$ cat src/hdl/lswg_pkg.sv
// Package for the 9-bit serial LCD window/glyph writer.
// Holds action codes, command bytes, register indexes and the queue entry types.
// Depends on nothing; used by the front end, queue, back end, top level and testbench.
`default_nettype none

package lswg_pkg;

  // Input action codes
  localparam logic [2:0] ActSetWindow = 3'd0;
  localparam logic [2:0] ActPixel     = 3'd1;
  localparam logic [2:0] ActGlyphRow  = 3'd2;
  localparam logic [2:0] ActRawCmd    = 3'd3;
  localparam logic [2:0] ActRawData   = 3'd4;

  // Display command bytes
  localparam logic [7:0] CmdColumnAddr = 8'h2A;
  localparam logic [7:0] CmdRowAddr    = 8'h2B;
  localparam logic [7:0] CmdMemWrite   = 8'h2C;

  // Register-select bit of a serial word
  localparam logic RsCommand = 1'b0;
  localparam logic RsData    = 1'b1;

  // Configuration register indexes; indexes 2 and 3 select nothing
  localparam int                  CfgIndexW    = 2;
  localparam int                  ColorW       = 16;
  localparam logic [CfgIndexW-1:0] CfgTextColor = 2'd0;
  localparam logic [CfgIndexW-1:0] CfgBackColor = 2'd1;
  localparam logic [15:0]         TextColorRst = 16'h0000;
  localparam logic [15:0]         BackColorRst = 16'hFFFF;

  // Word counter: up to 32 words per item
  localparam int CntW = 5;
  localparam logic [CntW-1:0] WinLastCnt   = 5'd10;
  localparam logic [CntW-1:0] PixLastCnt   = 5'd1;
  localparam logic [CntW-1:0] GlyphLastCnt = 5'd31;

  localparam int QueueDepth = 2;
  localparam int OpsW       = 64;

  typedef enum logic [2:0] {
    KIND_WINDOW,
    KIND_PIXEL,
    KIND_GLYPH,
    KIND_CMD,
    KIND_DATA
  } kind_t;

  // Operands: window {x_start, x_end, y_start, y_end}; others in the low bits
  typedef struct packed {
    kind_t           kind;
    logic [OpsW-1:0] ops;
  } entry_t;

  typedef struct packed {
    logic [ColorW-1:0] text;
    logic [ColorW-1:0] back;
  } colors_t;

endpackage

`default_nettype wire

$ cat src/hdl/lswg_if.sv
// Channel interfaces of the serial LCD writer: drawing items in, serial words out.
// Valid/ready handshake; no dependencies.
`default_nettype none

interface lswg_in_if;
  logic        valid;
  logic        ready;
  logic [2:0]  action;
  logic [15:0] x_start;
  logic [15:0] y_start;
  logic [15:0] win_width;
  logic [15:0] win_height;
  logic [15:0] pixel_value;
  logic [15:0] glyph_bits;
  logic [7:0]  byte_value;

  modport source (output valid, action, x_start, y_start, win_width, win_height,
                  pixel_value, glyph_bits, byte_value, input ready);
  modport sink (input valid, action, x_start, y_start, win_width, win_height,
                pixel_value, glyph_bits, byte_value, output ready);
endinterface

interface lswg_out_if;
  logic       valid;
  logic       ready;
  logic [8:0] serial_word;
  logic       select_release;
  logic       last_word;

  modport source (output valid, serial_word, select_release, last_word, input ready);
  modport sink (input valid, serial_word, select_release, last_word, output ready);
endinterface

`default_nettype wire

$ cat src/hdl/lswg_front.sv
// Front end: accepts drawing items, classifies them and computes window ends.
// Depends on lswg_pkg and lswg_in_if; feeds lswg_queue.
`default_nettype none

module lswg_front (
  lswg_in_if.sink          in_ch,
  input  logic             q_full,
  output logic             push,
  output lswg_pkg::entry_t push_entry
);

  logic        known;
  logic [15:0] x_end;
  logic [15:0] y_end;

  // end = start + size - 1, wrapping at 16 bits
  assign x_end = 16'(in_ch.x_start + in_ch.win_width - 16'd1);
  assign y_end = 16'(in_ch.y_start + in_ch.win_height - 16'd1);

  // Unused action codes are taken and dropped
  assign in_ch.ready = !q_full;
  assign push        = in_ch.valid && !q_full && known;

  always_comb begin
    known           = 1'b1;
    push_entry.kind = lswg_pkg::KIND_CMD;
    push_entry.ops  = {56'd0, in_ch.byte_value};
    unique case (in_ch.action)
      lswg_pkg::ActSetWindow: begin
        push_entry.kind = lswg_pkg::KIND_WINDOW;
        push_entry.ops  = {in_ch.x_start, x_end, in_ch.y_start, y_end};
      end
      lswg_pkg::ActPixel: begin
        push_entry.kind = lswg_pkg::KIND_PIXEL;
        push_entry.ops  = {48'd0, in_ch.pixel_value};
      end
      lswg_pkg::ActGlyphRow: begin
        push_entry.kind = lswg_pkg::KIND_GLYPH;
        push_entry.ops  = {48'd0, in_ch.glyph_bits};
      end
      lswg_pkg::ActRawCmd: begin
        push_entry.kind = lswg_pkg::KIND_CMD;
      end
      lswg_pkg::ActRawData: begin
        push_entry.kind = lswg_pkg::KIND_DATA;
      end
      default: begin
        known = 1'b0;
      end
    endcase
  end

endmodule

`default_nettype wire

$ cat src/hdl/lswg_queue.sv
// Short FIFO of classified items between front end and word sequencer.
// Depends on lswg_pkg.
`default_nettype none

module lswg_queue #(
  parameter int Depth = lswg_pkg::QueueDepth
) (
  input  logic             clk,
  input  logic             rst,
  input  logic             push,
  input  lswg_pkg::entry_t push_entry,
  output logic             full,
  input  logic             pop,
  output logic             not_empty,
  output lswg_pkg::entry_t head
);

  localparam int PtrW = (Depth > 1) ? $clog2(Depth) : 1;
  localparam int CountW = $clog2(Depth + 1);

  lswg_pkg::entry_t  slots [Depth];
  logic [PtrW-1:0]   wr_ptr;
  logic [PtrW-1:0]   rd_ptr;
  logic [CountW-1:0] count;
  logic              do_push;
  logic              do_pop;

  assign full      = (count == CountW'(Depth));
  assign not_empty = (count != '0);
  assign head      = slots[rd_ptr];
  assign do_push   = push && !full;
  assign do_pop    = pop && not_empty;

  always_ff @(posedge clk) begin
    if (do_push) begin
      slots[wr_ptr] <= push_entry;
    end
  end

  always_ff @(posedge clk) begin
    if (rst) begin
      wr_ptr <= '0;
      rd_ptr <= '0;
      count  <= '0;
    end else begin
      if (do_push) begin
        wr_ptr <= (wr_ptr == PtrW'(Depth - 1)) ? '0 : PtrW'(wr_ptr + 1'b1);
      end
      if (do_pop) begin
        rd_ptr <= (rd_ptr == PtrW'(Depth - 1)) ? '0 : PtrW'(rd_ptr + 1'b1);
      end
      if (do_push && !do_pop) begin
        count <= CountW'(count + 1'b1);
      end else if (do_pop && !do_push) begin
        count <= CountW'(count - 1'b1);
      end
    end
  end

endmodule

`default_nettype wire

$ cat src/hdl/lswg_back.sv
// Back end: walks one queued item word by word into a registered output stage.
// Depends on lswg_pkg and lswg_out_if; pulls from lswg_queue.
`default_nettype none

module lswg_back (
  input  logic              clk,
  input  logic              rst,
  input  logic              q_not_empty,
  input  lswg_pkg::entry_t  q_head,
  output logic              q_pop,
  input  lswg_pkg::colors_t colors,
  lswg_out_if.source        out_ch
);

  lswg_pkg::entry_t          cur;
  logic                      active;
  logic [lswg_pkg::CntW-1:0] cnt;
  logic                      out_valid;
  logic [8:0]                out_word;
  logic                      out_release;
  logic                      out_last;

  logic        advance;
  logic        load;
  logic [8:0]  word;
  logic        release_bit;
  logic        is_last;
  logic [15:0] pix;

  assign advance = active && (!out_valid || out_ch.ready);
  assign load    = q_not_empty && (!active || (advance && is_last));
  assign q_pop   = load;

  always_comb begin
    word        = {lswg_pkg::RsData, 8'h00};
    release_bit = 1'b1;
    is_last     = 1'b1;
    pix         = cur.ops[15:0];
    unique case (cur.kind)
      lswg_pkg::KIND_WINDOW: begin
        is_last = (cnt == lswg_pkg::WinLastCnt);
        case (cnt)
          5'd0:    word = {lswg_pkg::RsCommand, lswg_pkg::CmdColumnAddr};
          5'd1:    word = {lswg_pkg::RsData, cur.ops[63:56]};
          5'd2:    word = {lswg_pkg::RsData, cur.ops[55:48]};
          5'd3:    word = {lswg_pkg::RsData, cur.ops[47:40]};
          5'd4:    word = {lswg_pkg::RsData, cur.ops[39:32]};
          5'd5:    word = {lswg_pkg::RsCommand, lswg_pkg::CmdRowAddr};
          5'd6:    word = {lswg_pkg::RsData, cur.ops[31:24]};
          5'd7:    word = {lswg_pkg::RsData, cur.ops[23:16]};
          5'd8:    word = {lswg_pkg::RsData, cur.ops[15:8]};
          5'd9:    word = {lswg_pkg::RsData, cur.ops[7:0]};
          default: word = {lswg_pkg::RsCommand, lswg_pkg::CmdMemWrite};
        endcase
      end
      lswg_pkg::KIND_PIXEL, lswg_pkg::KIND_GLYPH: begin
        if (cur.kind == lswg_pkg::KIND_GLYPH) begin
          // pixel index is cnt[4:1]; bit 0 of the row goes first
          pix     = cur.ops[{2'b00, cnt[4:1]}] ? colors.text : colors.back;
          is_last = (cnt == lswg_pkg::GlyphLastCnt);
        end else begin
          is_last = (cnt == lswg_pkg::PixLastCnt);
        end
        word        = {lswg_pkg::RsData, cnt[0] ? pix[7:0] : pix[15:8]};
        release_bit = cnt[0];
      end
      lswg_pkg::KIND_CMD: begin
        word = {lswg_pkg::RsCommand, cur.ops[7:0]};
      end
      lswg_pkg::KIND_DATA: begin
        word = {lswg_pkg::RsData, cur.ops[7:0]};
      end
      default: begin
        word = {lswg_pkg::RsData, cur.ops[7:0]};
      end
    endcase
  end

  always_ff @(posedge clk) begin
    if (rst) begin
      active    <= 1'b0;
      cnt       <= '0;
      out_valid <= 1'b0;
    end else begin
      if (load) begin
        active <= 1'b1;
        cnt    <= '0;
      end else if (advance) begin
        active <= !is_last;
        cnt    <= lswg_pkg::CntW'(cnt + 1'b1);
      end
      if (advance) begin
        out_valid <= 1'b1;
      end else if (out_ch.ready) begin
        out_valid <= 1'b0;
      end
    end
  end

  always_ff @(posedge clk) begin
    if (load) begin
      cur <= q_head;
    end
    if (advance) begin
      out_word    <= word;
      out_release <= release_bit;
      out_last    <= is_last;
    end
  end

  assign out_ch.valid          = out_valid;
  assign out_ch.serial_word    = out_word;
  assign out_ch.select_release = out_release;
  assign out_ch.last_word      = out_last;

endmodule

`default_nettype wire

$ cat src/hdl/lcd_serial_window_glyph_writer_unit.sv
// Top level of the 9-bit serial LCD window/glyph writer.
// Depends on lswg_pkg, lswg_if, lswg_front, lswg_queue and lswg_back.
//
//   channel  dir  handshake        carries
//   in_ch    in   valid/ready      action and drawing operands, one item
//   out_ch   out  valid/ready      serial_word, select_release, last_word
//   cfg      in   cfg_we           cfg_index, cfg_data (text/back color)
//
// One serial word per cycle from the back-end word sequencer while out_ch is
// ready: set window 11 words, pixel 2, glyph row 32, raw command/data 1;
// unused actions are accepted and emit nothing. An item can be accepted every
// cycle while the queue has room; sustained rate is set by the sequencer.
// Reset (sync, active high) empties queue and output stage and restores
// colors. A stalled out_ch holds its word; the queue keeps taking items until full.
`default_nettype none

module lcd_serial_window_glyph_writer_unit #(
  parameter int QueueDepth = lswg_pkg::QueueDepth
) (
  input  logic                          clk,
  input  logic                          rst,
  lswg_in_if.sink                       in_ch,
  lswg_out_if.source                    out_ch,
  input  logic                          cfg_we,
  input  logic [lswg_pkg::CfgIndexW-1:0] cfg_index,
  input  logic [lswg_pkg::ColorW-1:0]   cfg_data
);

  lswg_pkg::colors_t colors;
  lswg_pkg::entry_t  push_entry;
  lswg_pkg::entry_t  q_head;
  logic              push;
  logic              q_full;
  logic              q_pop;
  logic              q_not_empty;

  always_ff @(posedge clk) begin
    if (rst) begin
      colors.text <= lswg_pkg::TextColorRst;
      colors.back <= lswg_pkg::BackColorRst;
    end else if (cfg_we) begin
      unique case (cfg_index)
        lswg_pkg::CfgTextColor: colors.text <= cfg_data;
        lswg_pkg::CfgBackColor: colors.back <= cfg_data;
        default: ;
      endcase
    end
  end

  lswg_front u_front (
    .in_ch      (in_ch),
    .q_full     (q_full),
    .push       (push),
    .push_entry (push_entry)
  );

  lswg_queue #(
    .Depth (QueueDepth)
  ) u_queue (
    .clk        (clk),
    .rst        (rst),
    .push       (push),
    .push_entry (push_entry),
    .full       (q_full),
    .pop        (q_pop),
    .not_empty  (q_not_empty),
    .head       (q_head)
  );

  lswg_back u_back (
    .clk         (clk),
    .rst         (rst),
    .q_not_empty (q_not_empty),
    .q_head      (q_head),
    .q_pop       (q_pop),
    .colors      (colors),
    .out_ch      (out_ch)
  );

endmodule

`default_nettype wire

$ cat src/flat_wrapper.sv
// flat-port wrapper written by rule: the top's interface ports become plain ports
module lcd_serial_window_glyph_writer_unit_flat 
#(
  parameter int QueueDepth = lswg_pkg::QueueDepth
)
  (clk, rst, cfg_we, cfg_index, cfg_data, in_ch_valid, in_ch_action, in_ch_x_start, in_ch_y_start, in_ch_win_width, in_ch_win_height, in_ch_pixel_value, in_ch_glyph_bits, in_ch_byte_value, in_ch_ready, out_ch_valid, out_ch_serial_word, out_ch_select_release, out_ch_last_word, out_ch_ready);
  lswg_in_if in_ch_i ();
  lswg_out_if out_ch_i ();
  input  logic clk;
  input  logic rst;
  input  logic cfg_we;
  input  logic [lswg_pkg::CfgIndexW-1:0] cfg_index;
  input  logic [lswg_pkg::ColorW-1:0] cfg_data;
  input wire logic [$bits(in_ch_i.valid)-1:0] in_ch_valid;
  input wire logic [$bits(in_ch_i.action)-1:0] in_ch_action;
  input wire logic [$bits(in_ch_i.x_start)-1:0] in_ch_x_start;
  input wire logic [$bits(in_ch_i.y_start)-1:0] in_ch_y_start;
  input wire logic [$bits(in_ch_i.win_width)-1:0] in_ch_win_width;
  input wire logic [$bits(in_ch_i.win_height)-1:0] in_ch_win_height;
  input wire logic [$bits(in_ch_i.pixel_value)-1:0] in_ch_pixel_value;
  input wire logic [$bits(in_ch_i.glyph_bits)-1:0] in_ch_glyph_bits;
  input wire logic [$bits(in_ch_i.byte_value)-1:0] in_ch_byte_value;
  output wire logic [$bits(in_ch_i.ready)-1:0] in_ch_ready;
  output wire logic [$bits(out_ch_i.valid)-1:0] out_ch_valid;
  output wire logic [$bits(out_ch_i.serial_word)-1:0] out_ch_serial_word;
  output wire logic [$bits(out_ch_i.select_release)-1:0] out_ch_select_release;
  output wire logic [$bits(out_ch_i.last_word)-1:0] out_ch_last_word;
  input wire logic [$bits(out_ch_i.ready)-1:0] out_ch_ready;
  assign in_ch_i.valid = in_ch_valid;
  assign in_ch_i.action = in_ch_action;
  assign in_ch_i.x_start = in_ch_x_start;
  assign in_ch_i.y_start = in_ch_y_start;
  assign in_ch_i.win_width = in_ch_win_width;
  assign in_ch_i.win_height = in_ch_win_height;
  assign in_ch_i.pixel_value = in_ch_pixel_value;
  assign in_ch_i.glyph_bits = in_ch_glyph_bits;
  assign in_ch_i.byte_value = in_ch_byte_value;
  assign in_ch_ready = in_ch_i.ready;
  assign out_ch_valid = out_ch_i.valid;
  assign out_ch_serial_word = out_ch_i.serial_word;
  assign out_ch_select_release = out_ch_i.select_release;
  assign out_ch_last_word = out_ch_i.last_word;
  assign out_ch_i.ready = out_ch_ready;
  lcd_serial_window_glyph_writer_unit #(.QueueDepth(QueueDepth)) u_core (.clk(clk), .rst(rst), .in_ch(in_ch_i), .out_ch(out_ch_i), .cfg_we(cfg_we), .cfg_index(cfg_index), .cfg_data(cfg_data));
endmodule
$ cat config.mk
export PLATFORM = sky130hd
export DESIGN_NAME = lcd_serial_window_glyph_writer_unit_flat
export DESIGN_NICKNAME = d
export VERILOG_FILES = /design/src/hdl/lswg_pkg.sv /design/src/hdl/lswg_if.sv /design/src/hdl/lswg_front.sv /design/src/hdl/lswg_queue.sv /design/src/hdl/lswg_back.sv /design/src/hdl/lcd_serial_window_glyph_writer_unit.sv /design/src/flat_wrapper.sv
export SDC_FILE = /design/constraint.sdc
export NUM_CORES = 1
export LEC_CHECK = 0
export BUFFER_PORTS_ARGS = -buffer_cell sky130_fd_sc_hd__buf_4
export CORE_MARGIN = 2
export CORE_UTILIZATION = 48
export DETAILED_ROUTE_END_ITERATION = 16
export PLACE_DENSITY_LB_ADDON = 0.25
export SLEW_MARGIN = 30
export SYNTH_ARGS = -nofsm -noshare
export SYNTH_HDL_FRONTEND = slang
export SYNTH_SLANG_ARGS = --single-unit
$ cat constraint.sdc
create_clock -name clk -period 4.49 [get_ports clk]
set_input_delay 0 -clock clk [delete_from_list [all_inputs] [get_ports clk]]
set_output_delay 0 -clock clk [all_outputs]
set_load 0.02 [all_outputs]
Word-level counts from Yosys, hierarchy flattened
Memories as Yosys holds them, arrays and structs flattened. A register that Yosys moved wholly into a read port is not among the register bits.
Index checks and enable logic that the tools add are counted.
- divide/modulo/power cells: 0
- $lt $le $gt $ge: 1
- add/sub/neg operators: 9
- shift operators: 0
- reductions and logical operators: 30
- $mul: 0
- bitwise gates (word level): 0
- equal/unequal tests: 20
- mux-type cells: 22
- operators with widths (cell ; number):
    one-hot mux 64 bit (3 select lines) ; 1
    one-hot mux 9 bit (10 select lines) ; 1
    adder 16 bit ; 2
    2-to-1 mux 16 bit ; 2
    subtractor 16 x 1 -> 16 bit (second input constant) ; 2
    one-hot mux 9 bit (3 select lines) ; 1
    equality test 5 x 3 -> 1 bit (second input constant) ; 4
    equality test 5 x 4 -> 1 bit (second input constant) ; 3
    equality test 3 x 2 -> 1 bit (second input constant) ; 4
    one-hot mux 3 bit (4 select lines) ; 1
    2-to-1 mux 1 bit ; 11
    equality test 5 x 2 -> 1 bit (second input constant) ; 2
    logical AND 1 bit ; 9
    2-to-1 mux 8 bit ; 1
    nonzero test 2 bit ; 4
    less-than comparator 4 x 7 -> 1 bit (second input constant) ; 1
    equality test 3 x 1 -> 1 bit (second input constant) ; 2
    logical NOT 1 bit ; 6
    logical NOT 3 bit ; 2
    adder 5 x 1 -> 5 bit (second input constant) ; 1
    equality test 5 x 1 -> 1 bit (second input constant) ; 1
    equality test 5 bit (second input constant) ; 1
    logical NOT 5 bit ; 1
    OR reduction 5 bit ; 1
    13 further kinds ; 18
- bits in writable memories: 134
- output and inout bits: 13
- memories kept: 1
- word-level logic and storage cells: 94
- bits in latches: 0
- bits in read-only memories: 0
- bits in registers: 54
- input bits: 130
- memory list (name ; words ; width ; rd ports ; clocked after memory_dff ; wr ports ; line ; text):
    u_core.u_queue.slots ; 2 ; 67 ; 1 ; 1 ; 1 ; lswg_queue.sv:21 ; lswg_pkg::entry_t slots [Depth];

Depth between registers and ports, before layout
Gate-level depths: netlist (run 1).
- depth after elaboration: 10
- mapped depth: 14
- depth with buffers taken out: 12

Cells and area by module
From an unflattened synthesis (run 1), not the netlist that was laid out.
- cell total of the unflattened synthesis: 1193
- area, all modules: 13554.2 um^2
- by module, submodules not included (module ; times used ; sequential area each (um^2) ; cells each ; area each (um^2)):
    lswg_queue ; 1 ; 4124.0 ; 233 ; 5054.8
    lswg_back ; 1 ; 2482.4 ; 357 ; 4309.1
    lswg_front ; 1 ; 0.0 ; 462 ; 2812.7
    lcd_serial_window_glyph_writer_unit ; 1 ; 640.6 ; 141 ; 1377.6

Worst setup path after synthesis (run 1)
No wires, ideal clock.
- kind: reg-to-reg
- from: reg u_core.u_queue.count[0]
- to: mem u_core.u_queue.slots[0][0] (netlist bit) (enable)
- library setup time: 0.493 ns
- data required time: 3.997 ns
- clock period less this slack: 4.144 ns
- arrival time: 3.652 ns
- cell stages (with the launch flop): 4
- path slack: 0.346 ns
- buffers on the path: 0
- path through: dfxtp_1 nand2b_1 nand3_1 nor2_1
- longest elaborated chain between the ends: 7
- RTL lines (what ; line ; text):
    start, declared ; lswg_queue.sv:24 ; logic [CountW-1:0] count;
    start signal, assigned ; lswg_queue.sv:53 ; count <= CountW'(count + 1'b1);
    start signal, assigned ; lswg_queue.sv:55 ; count <= CountW'(count - 1'b1);
    equality test 2 bit * ; lswg_queue.sv:28 ; assign full = (count == CountW'(Depth));
    logical NOT 1 bit * ; -- ;
    net in_ch_ready ; flat_wrapper.sv:23 ; output wire logic [$bits(in_ch_i.ready)-1:0] in_ch_ready;
    logical AND 1 bit (2 in a row) ; lswg_front.sv:22 ; assign push = in_ch.valid && !q_full && known;
    logical AND 1 bit * ; lswg_queue.sv:31 ; assign do_push = push && !full;
    2-to-1 mux 1 bit * ; lswg_queue.sv:35 ; if (do_push) begin
    2-to-1 mux 1 bit (not written as such) * ; lswg_queue.sv:36 ; slots[wr_ptr] <= push_entry;
    end, declared ; lswg_queue.sv:21 ;
The timed path passes the listed nets; every way through them passes the cells marked *.

Final worst setup path (run 1)
- from: reg u_core.u_back.cnt[3] (netlist bit)
- to: reg u_core.u_back.out_word[4], in the netlist u_core.u_back.out_ch.serial_word[4] (data pin)
- longest elaborated chain between the ends: 6
- elaborated cells between the ends (all ways): 17
- those cells by class: eq/ne: 9; mux: 7; reduce/logical: 1
- RTL lines (what ; line ; text):
    start, declared ; lswg_back.sv:17 ; logic [lswg_pkg::CntW-1:0] cnt;
    start signal, assigned ; lswg_back.sv:90 ; cnt <= lswg_pkg::CntW'(cnt + 1'b1);
    binary-select mux 1 bit (select 4 bit) ; lswg_back.sv:59 ; pix = cur.ops[{2'b00, cnt[4:1]}] ? colors.text : colors.back;
    2-to-1 mux 1 bit (not written as such) ; lswg_back.sv:59 ;
    2-to-1 mux 16 bit ; lswg_back.sv:59 ;
    2-to-1 mux 16 bit ; lswg_back.sv:57 ; if (cur.kind == lswg_pkg::KIND_GLYPH) begin
    2-to-1 mux 8 bit ; lswg_back.sv:64 ; word = {lswg_pkg::RsData, cnt[0] ? pix[7:0] : pix[15:8]};
    one-hot mux 9 bit (3 select lines) * ; lswg_back.sv:39 ; unique case (cur.kind)
    net u_core.u_back.word[4] ; lswg_back.sv:25 ; logic [8:0] word;
    end signal, assigned ; lswg_back.sv:105 ; out_word <= word;
    end, declared ; lswg_back.sv:19 ; logic [8:0] out_word;
The timed path passes the listed nets; every way through them passes the cells marked *. The select of a mux whose other input is x is not followed.
A chain may end at the register's enable or synchronous reset.

==> results of run 1 <==
[Yosys cell counts, drive strengths merged, types with 9 or more instances]
| master | count | area share (%) |
|---|---|---|
| a211oi | 10 | 0.58 |
| a21oi | 55 | 2.1 |
| a221oi | 9 | 0.60 |
| a22oi | 20 | 1.2 |
| buf | 14 | 0.60 |
| clkbuf | 32 | 0.92 |
| dfxtp | 43 | 6.6 |
| edfxtp | 212 | 49 |
| ha | 64 | 6.1 |
| inv | 135 | 3.9 |
| mux2 | 70 | 6.0 |
| mux2i | 38 | 3.2 |
| nand2 | 92 | 2.6 |
| nand2b | 14 | 0.67 |
| nand3 | 13 | 0.50 |
| nand3b | 22 | 1.3 |
| nor2 | 95 | 2.7 |
| nor2b | 10 | 0.48 |
| nor3 | 16 | 0.61 |
| o21ai | 31 | 1.2 |
| xnor2 | 14 | 0.94 |
| xor2 | 11 | 0.74 |
[cell families (layout without fill, tap and decap cells)]
logic type,Yosys count,after routing
DFF,255,255
AOI/OAI and AO/OA,197,197
buffers and inverters,181,443
adders and majority gates,66,66
xor gates and xnor gates,25,25
muxes,112,112
and+or+nand+nor,297,297
[state kept, by name, summed over array words and instances, names as in the netlist, 2 cells and up]
| signal | count |
|---|---|
| u_core.u_queue.slots | 134 |
| u_core.u_back.cur | 67 |
| u_core.colors | 32 |
| u_core.u_back.out_ch.serial_word | 9 |
| u_core.u_back.cnt | 5 |
| u_core.u_queue.count | 2 |
[stage by stage]
step	area, sq um	hold WS [ns]	util [%]	power (mW)
finish	16500	0.0221	61.5	7.97
global route	16500	0.0357	61.5	8.34
CTS	16500	0.00348	61.4	8.01
detailed placement	14500	0.222	53.9	5.58
global placement	14500	0.219	53.9	5.55
floorplan	13000	0.121	-	4.86
[area by class of cell]
cell class              instances  area [sq um]
clock buffers                  36           836
clock inverters                16           146
fillers                      2130         10300
inverters                     135           507
multi-input cells             697          5120
flip-flops and latches        255          7230
well taps                     341           427
repair buffers                256          2200
[layout by cell type, fill, tap and decap left out, types with 5 or more instances in the layout]
cell type / instances
edfxtp_1: 212
buf_4: 151
inv_1: 134
dlygate4sd3_1: 103
nor2_1: 93
nand2_1: 92
mux2_2: 70
ha_1: 64
a21oi_1: 55
dfxtp_1: 42
mux2i_1: 35
clkbuf_16: 32
o21ai_0: 27
nand3b_1: 22
a22oi_1: 20
nor3_1: 16
nand2b_1: 14
xnor2_1: 14
nand3_1: 13
xor2_1: 11
nor2b_1: 10
a211oi_1: 10
a221oi_1: 9
a221o_1: 8
o21a_1: 7
o22ai_1: 7
a21o_1: 6
or3_1: 5
nor3b_1: 5
nand4_1: 5
[layer usage]
| metal | vias to the layer above | track usage, % |
|---|---|---|
| met5 | - | 0 |
| met4 | 0 | 6.22 |
| met2 | 271 | 37.9 |
| met3 | 53 | 3.09 |
| li1 | 4568 | - |
| met1 | 4471 | 29.3 |
[tightest hold or removal path, delay by kind of cell]
kind                      cells  cell delay (ns)
buffers and inverters         1             0.11
and+or+nand+nor               2             0.30
xor gates and xnor gates      1             0.11
[path summary, 6_finish.rpt]
| kind | from | endpoint | slack, ns | cells past startpoint |
|---|---|---|---|---|
| worst max-delay path | u_core.u_back.cnt[3] | u_core.u_back.out_ch.serial_word[4] | 1.32 | 6 |
| worst min-delay path | in_ch_valid | u_core.u_queue.wr_ptr | 0.02 | 4 |
| worst max register to register | u_core.u_back.cnt[3] | u_core.u_back.out_ch.serial_word[4] | 1.32 | 6 |
| worst min register to register | u_core.colors[30] | u_core.colors[30] | 0.47 | 2 |
[repair_timing]
item,CTS,global route
resized for setup,0,0
hold buffers,103,0
hold endpoints to repair,142,0
[power by group]
group	internal [mW]	total [mW]	leakage (nW)	switching, mW
registers	3.22	3.47	2.36	0.259
logic	0.941	2.14	3.75	1.20
clock network	1.43	2.36	0.486	0.924
==> out/metrics.yaml, run 1 <==
status: "finished, final reports clean"
slew_headroom_pct: 37.1
io_pins: 143
synth_top_family_by_area: "simple AND/OR/NAND/NOR gates"
synthMuxAreaShare_pct: 9.97
cts-root-buf: "clkbuf_16"
end_kind: "flip-flop"
grt_max_degree: 69
irDropWorstVdd_mv: 0.340
die_x_um: 169
cap_violations: 0
cp_max_fo: 25
vias: 9363
synth_xor_area_share_pct: 1.68
synth_cell_types: 66
highest_layer: "met4"
synth_flop_cell: "edfxtp_1"
path_clk_slew_ns: 0.06
path_buf_inv: 0
drtAntennaViolNets: 0
finalNetCount: 1569
leakagePower_nw: 6.59
core_area_sq_mm: 0.0268
instances_no_fill: 1736
antenna_found_initial: 0
cp_common_cell: "mux2i_4"
cp.arrival_ns: 3.43
yosysSeqAreaShare_pct: 55.4
required_ns: 4.75
wl_met1_mm: 13.6
diodes: 0
drc_errors: 0
cts_tree: "done"
crit_type: "reg -> reg"
htreeDepth: 1
dieArea_sq_mm: 0.0285
portBuffers: 142
grt_pass1_wl_mm: 49.4
hold_viol: 0
post_cts_buffers: 0
rsz0062_at_grt: "false"
period_share_pct: 70.6
grt_overflow: 0
syn_nets: 1329
wl_met2_mm: 15.2
synth_area_sq_mm: 0.0130
yosys.area_share.simple_pct: 10.8
place_ws_ns: 1.04
place_inst: 1581
yosys_warnings: 0
cp_top_family: "multiplexers"
first_pass_iters: 6
cts_buffers: 28
hold_path.class: "in -> reg"
ys_async_sr_fraction_pct: 0
rows: 60
syn_area_per_cell_sq_um: 11.5
drt_iter0_drc: 795
max_stage_delay_ns: 0.91
wirelength_mm: 31.2
synth-edff-count: 212
worst_slew_pin_slew_ns: 0.941
wl_met3_mm: 1.53
path_cells: "mux4_2 > mux2i_4 > mux2i_4 > mux2_2 > o21ai_1 > o2111ai_1"
clkSinkCount: 255
ys_ff_latch: 255
die_y_um: 169
grt_pass1_vias: 9331
final.setup.tns_ns: 0
powerDensity_mw_per_mm2: 484
synth_compound_area_share_pct: 10.2
max_freq_ghz: 0.315
grt_usage_pct: 22.0
gp_congestion: 0.880
synthToLayoutAreaGrowth_pct: 26.4
setup_slack_ns: 1.32
syn_inst: 1133
synth_fa_ha_area_share_pct: 6.45
min_period_ns: 3.17
slew_viol_final: 0
slowest_stage: "dfxtp_1"
start_util_pct: 48.6
via_per_inst: 5.39
startpoint_type: "flip-flop"
avgRoutedWirePerCell_um: 18.0
clock_skew_ns: 0.0226
setup_viol: 0
hpwl_mm: 21.7
clk_latency_ns: 0.54
layout-drive-gt1-share_pct: 20.7
clk_path_buf_depth: 3
Power figures use the tool's default switching activity.
==> run 2: changes to the inputs <==
==> constraint.sdc (replaced) <==
create_clock -name clk -period 2.9 [get_ports clk]
set_input_delay 0 -clock clk [delete_from_list [all_inputs] [get_ports clk]]
set_output_delay 0 -clock clk [all_outputs]
set_load 0.02 [all_outputs]
==> run 2 against run 1 <==
  * Worst hold slack gained 0.00090 ns
  * Clock power grew 52%
  * Flip-flop and latch count is the same
  * Count of clock-buffer cells in the layout shrank 2
  * Critical path depth grew 7
==> out/metrics.yaml, run 2 (same netlist as run 1, synthesis figures left out) <==
status: "finished, final reports clean"
cap_violations: 0
cp_max_fo: 2
crit_type: "in -> reg"
synthToLayoutAreaGrowth_pct: 26.9
slew_headroom_pct: 37.5
period_share_pct: 95.3
gp_congestion: 0.950
slowest_stage: "dlygate4sd3_1"
instances_no_fill: 1739
diodes: 0
fin_area_sq_mm: 0.0165
layout_common_cells: "212 x edfxtp_1, 160 x buf_4, 133 x inv_1, 99 x dlygate4sd3_1, 93 x nor2_1"
worst_slew_pin_slew_ns: 0.935
clk_path_buf_depth: 3
drtAntennaViolNets: 0
path_clk_slew_ns: 0.06
max_freq_ghz: 0.362
htreeDepth: 1
pwr-share-seq_pct: 43.8
r2r_slack_ns: 0.23
start_util_pct: 48.6
dieArea_sq_mm: 0.0285
p_sw_share_pct: 29.5
rsz0062_at_grt: "false"
portBuffers: 142
die_x_um: 169
first_pass_iters: 6
clkSinkCount: 255
die_y_um: 169
startpoint_type: "input pin"
grt_usage_pct: 21.6
place_ws_ns: 0.161
antenna_found_initial: 0
hold_path.class: "in -> reg"
place_inst: 1592
slew_viol_final: 0
hpwl_mm: 21.6
drc_errors: 0
switching_power_mw: 3.65
post_cts_buffers: 0
clock_skew_ns: 0.0148
power_frac_clock_pct: 28.9
core_area_sq_mm: 0.0268
vias: 9387
irDropWorstVdd_mv: 0.408
grt_max_degree: 68
rows: 60
final.setup.tns_ns: 0
path_buf_inv: 5
cts-root-buf: "clkbuf_16"
io_pins: 143
end_kind: "flip-flop"
cts_tree: "done"
p_total_mw: 12.4
p_int_mw: 8.73
hold_viol: 0
layout-drive-gt1-share_pct: 22.0
setup_slack_ns: 0.138
hold_ws_ns: 0.0230
powerDensity_mw_per_mm2: 748
top_register: "u_core.u_queue.slots"
utilization_pct: 61.7
cp_top_family: "buffers and inverters"
path_cells: "dlygate4sd3_1 > buf_4 > inv_1 > ha_1 > inv_1 > ha_1 > a21o_1 > a21oi_1 > xor2_1 > o21ai_0 > o22a_1 > o22a_1 > dlygate4sd3_1"
power_frac_comb_pct: 27.3
drt_iter0_drc: 628
grt_overflow: 0
grt_pass1_vias: 9388
dpl-instance-area_sq_mm: 0.0146
setup_viol: 0
required_ns: 3.17
grt_pass1_wl_mm: 49.1
cp.arrival_ns: 3.03
min_period_ns: 2.76
avgRoutedWirePerCell_um: 17.7
leakagePower_nw: 6.59
fillers: 2114
wirelength_mm: 30.9
largest_reg_flops: 134
finalNetCount: 1575
clk_latency_ns: 0.52
via_per_inst: 5.40
final_common_cell: "edfxtp_1"
top_regs: "u_core.u_queue.slots: 134 flops, u_core.u_back.cur: 67 flops, u_core.colors: 32 flops"
cts_buffers: 27
max_stage_delay_ns: 0.57
## run 2: layer usage
layer  wire length, um  part of all wire [%]  GRT usage [%]
met1             14100                    46           30.1
met2             14800                    48           36.9
met3              1470                   4.8           2.53
met4               507                   1.6           4.50
met5                 0                     0              0
## run 2: cell type report
cell class	count	area, sq um	area share, %
clock buffer	34	732	4.42
clock inverter	14	198	1.19
inverter	135	510	3.09
multi-input combinational	697	5170	31.3
sequential	255	7230	43.7
tap	341	427	2.58
timing repair buffer	263	2270	13.7
## run 2: final timing paths
path	from	to	cells past startpoint
worst max-delay path	in_ch_y_start[2]	u_core.u_queue.slots[0][4]	13
worst min-delay path	in_ch_glyph_bits[9]	u_core.u_queue.slots[1][9]	4
worst max register to register	u_core.u_back.cnt[0]	u_core.u_queue.count[1]	11
worst min register to register	u_core.colors[26]	u_core.colors[26]	2
## run 2: what timing repair did
action	4_1_cts	5_1_grt
hold endpoints to repair	141	0
setup endpoints to repair	0	3
hold buffers	99	0
gates resized for setup	0	5
## run 2: power groups by stage
stage | logic, mW | registers, mW | clock network [mW]
final | 3.38 | 5.42 | 3.58
after detailed placement | 3.26 | 5.48 | 0
after floorplan | 2.22 | 5.32 | 0
after global routing | 3.69 | 5.47 | 3.77
after CTS | 3.39 | 5.41 | 3.64
after global placement | 3.22 | 5.49 | 0
## run 2: tightest hold or removal path: cells and delay by family
| kind | cells | cell delay (ns) |
|---|---|---|
| AO/OA/AOI/OAI | 2 | 0.24 |
| AND/OR/NAND/NOR | 1 | 0.12 |
| buffers and inverters | 1 | 0.08 |
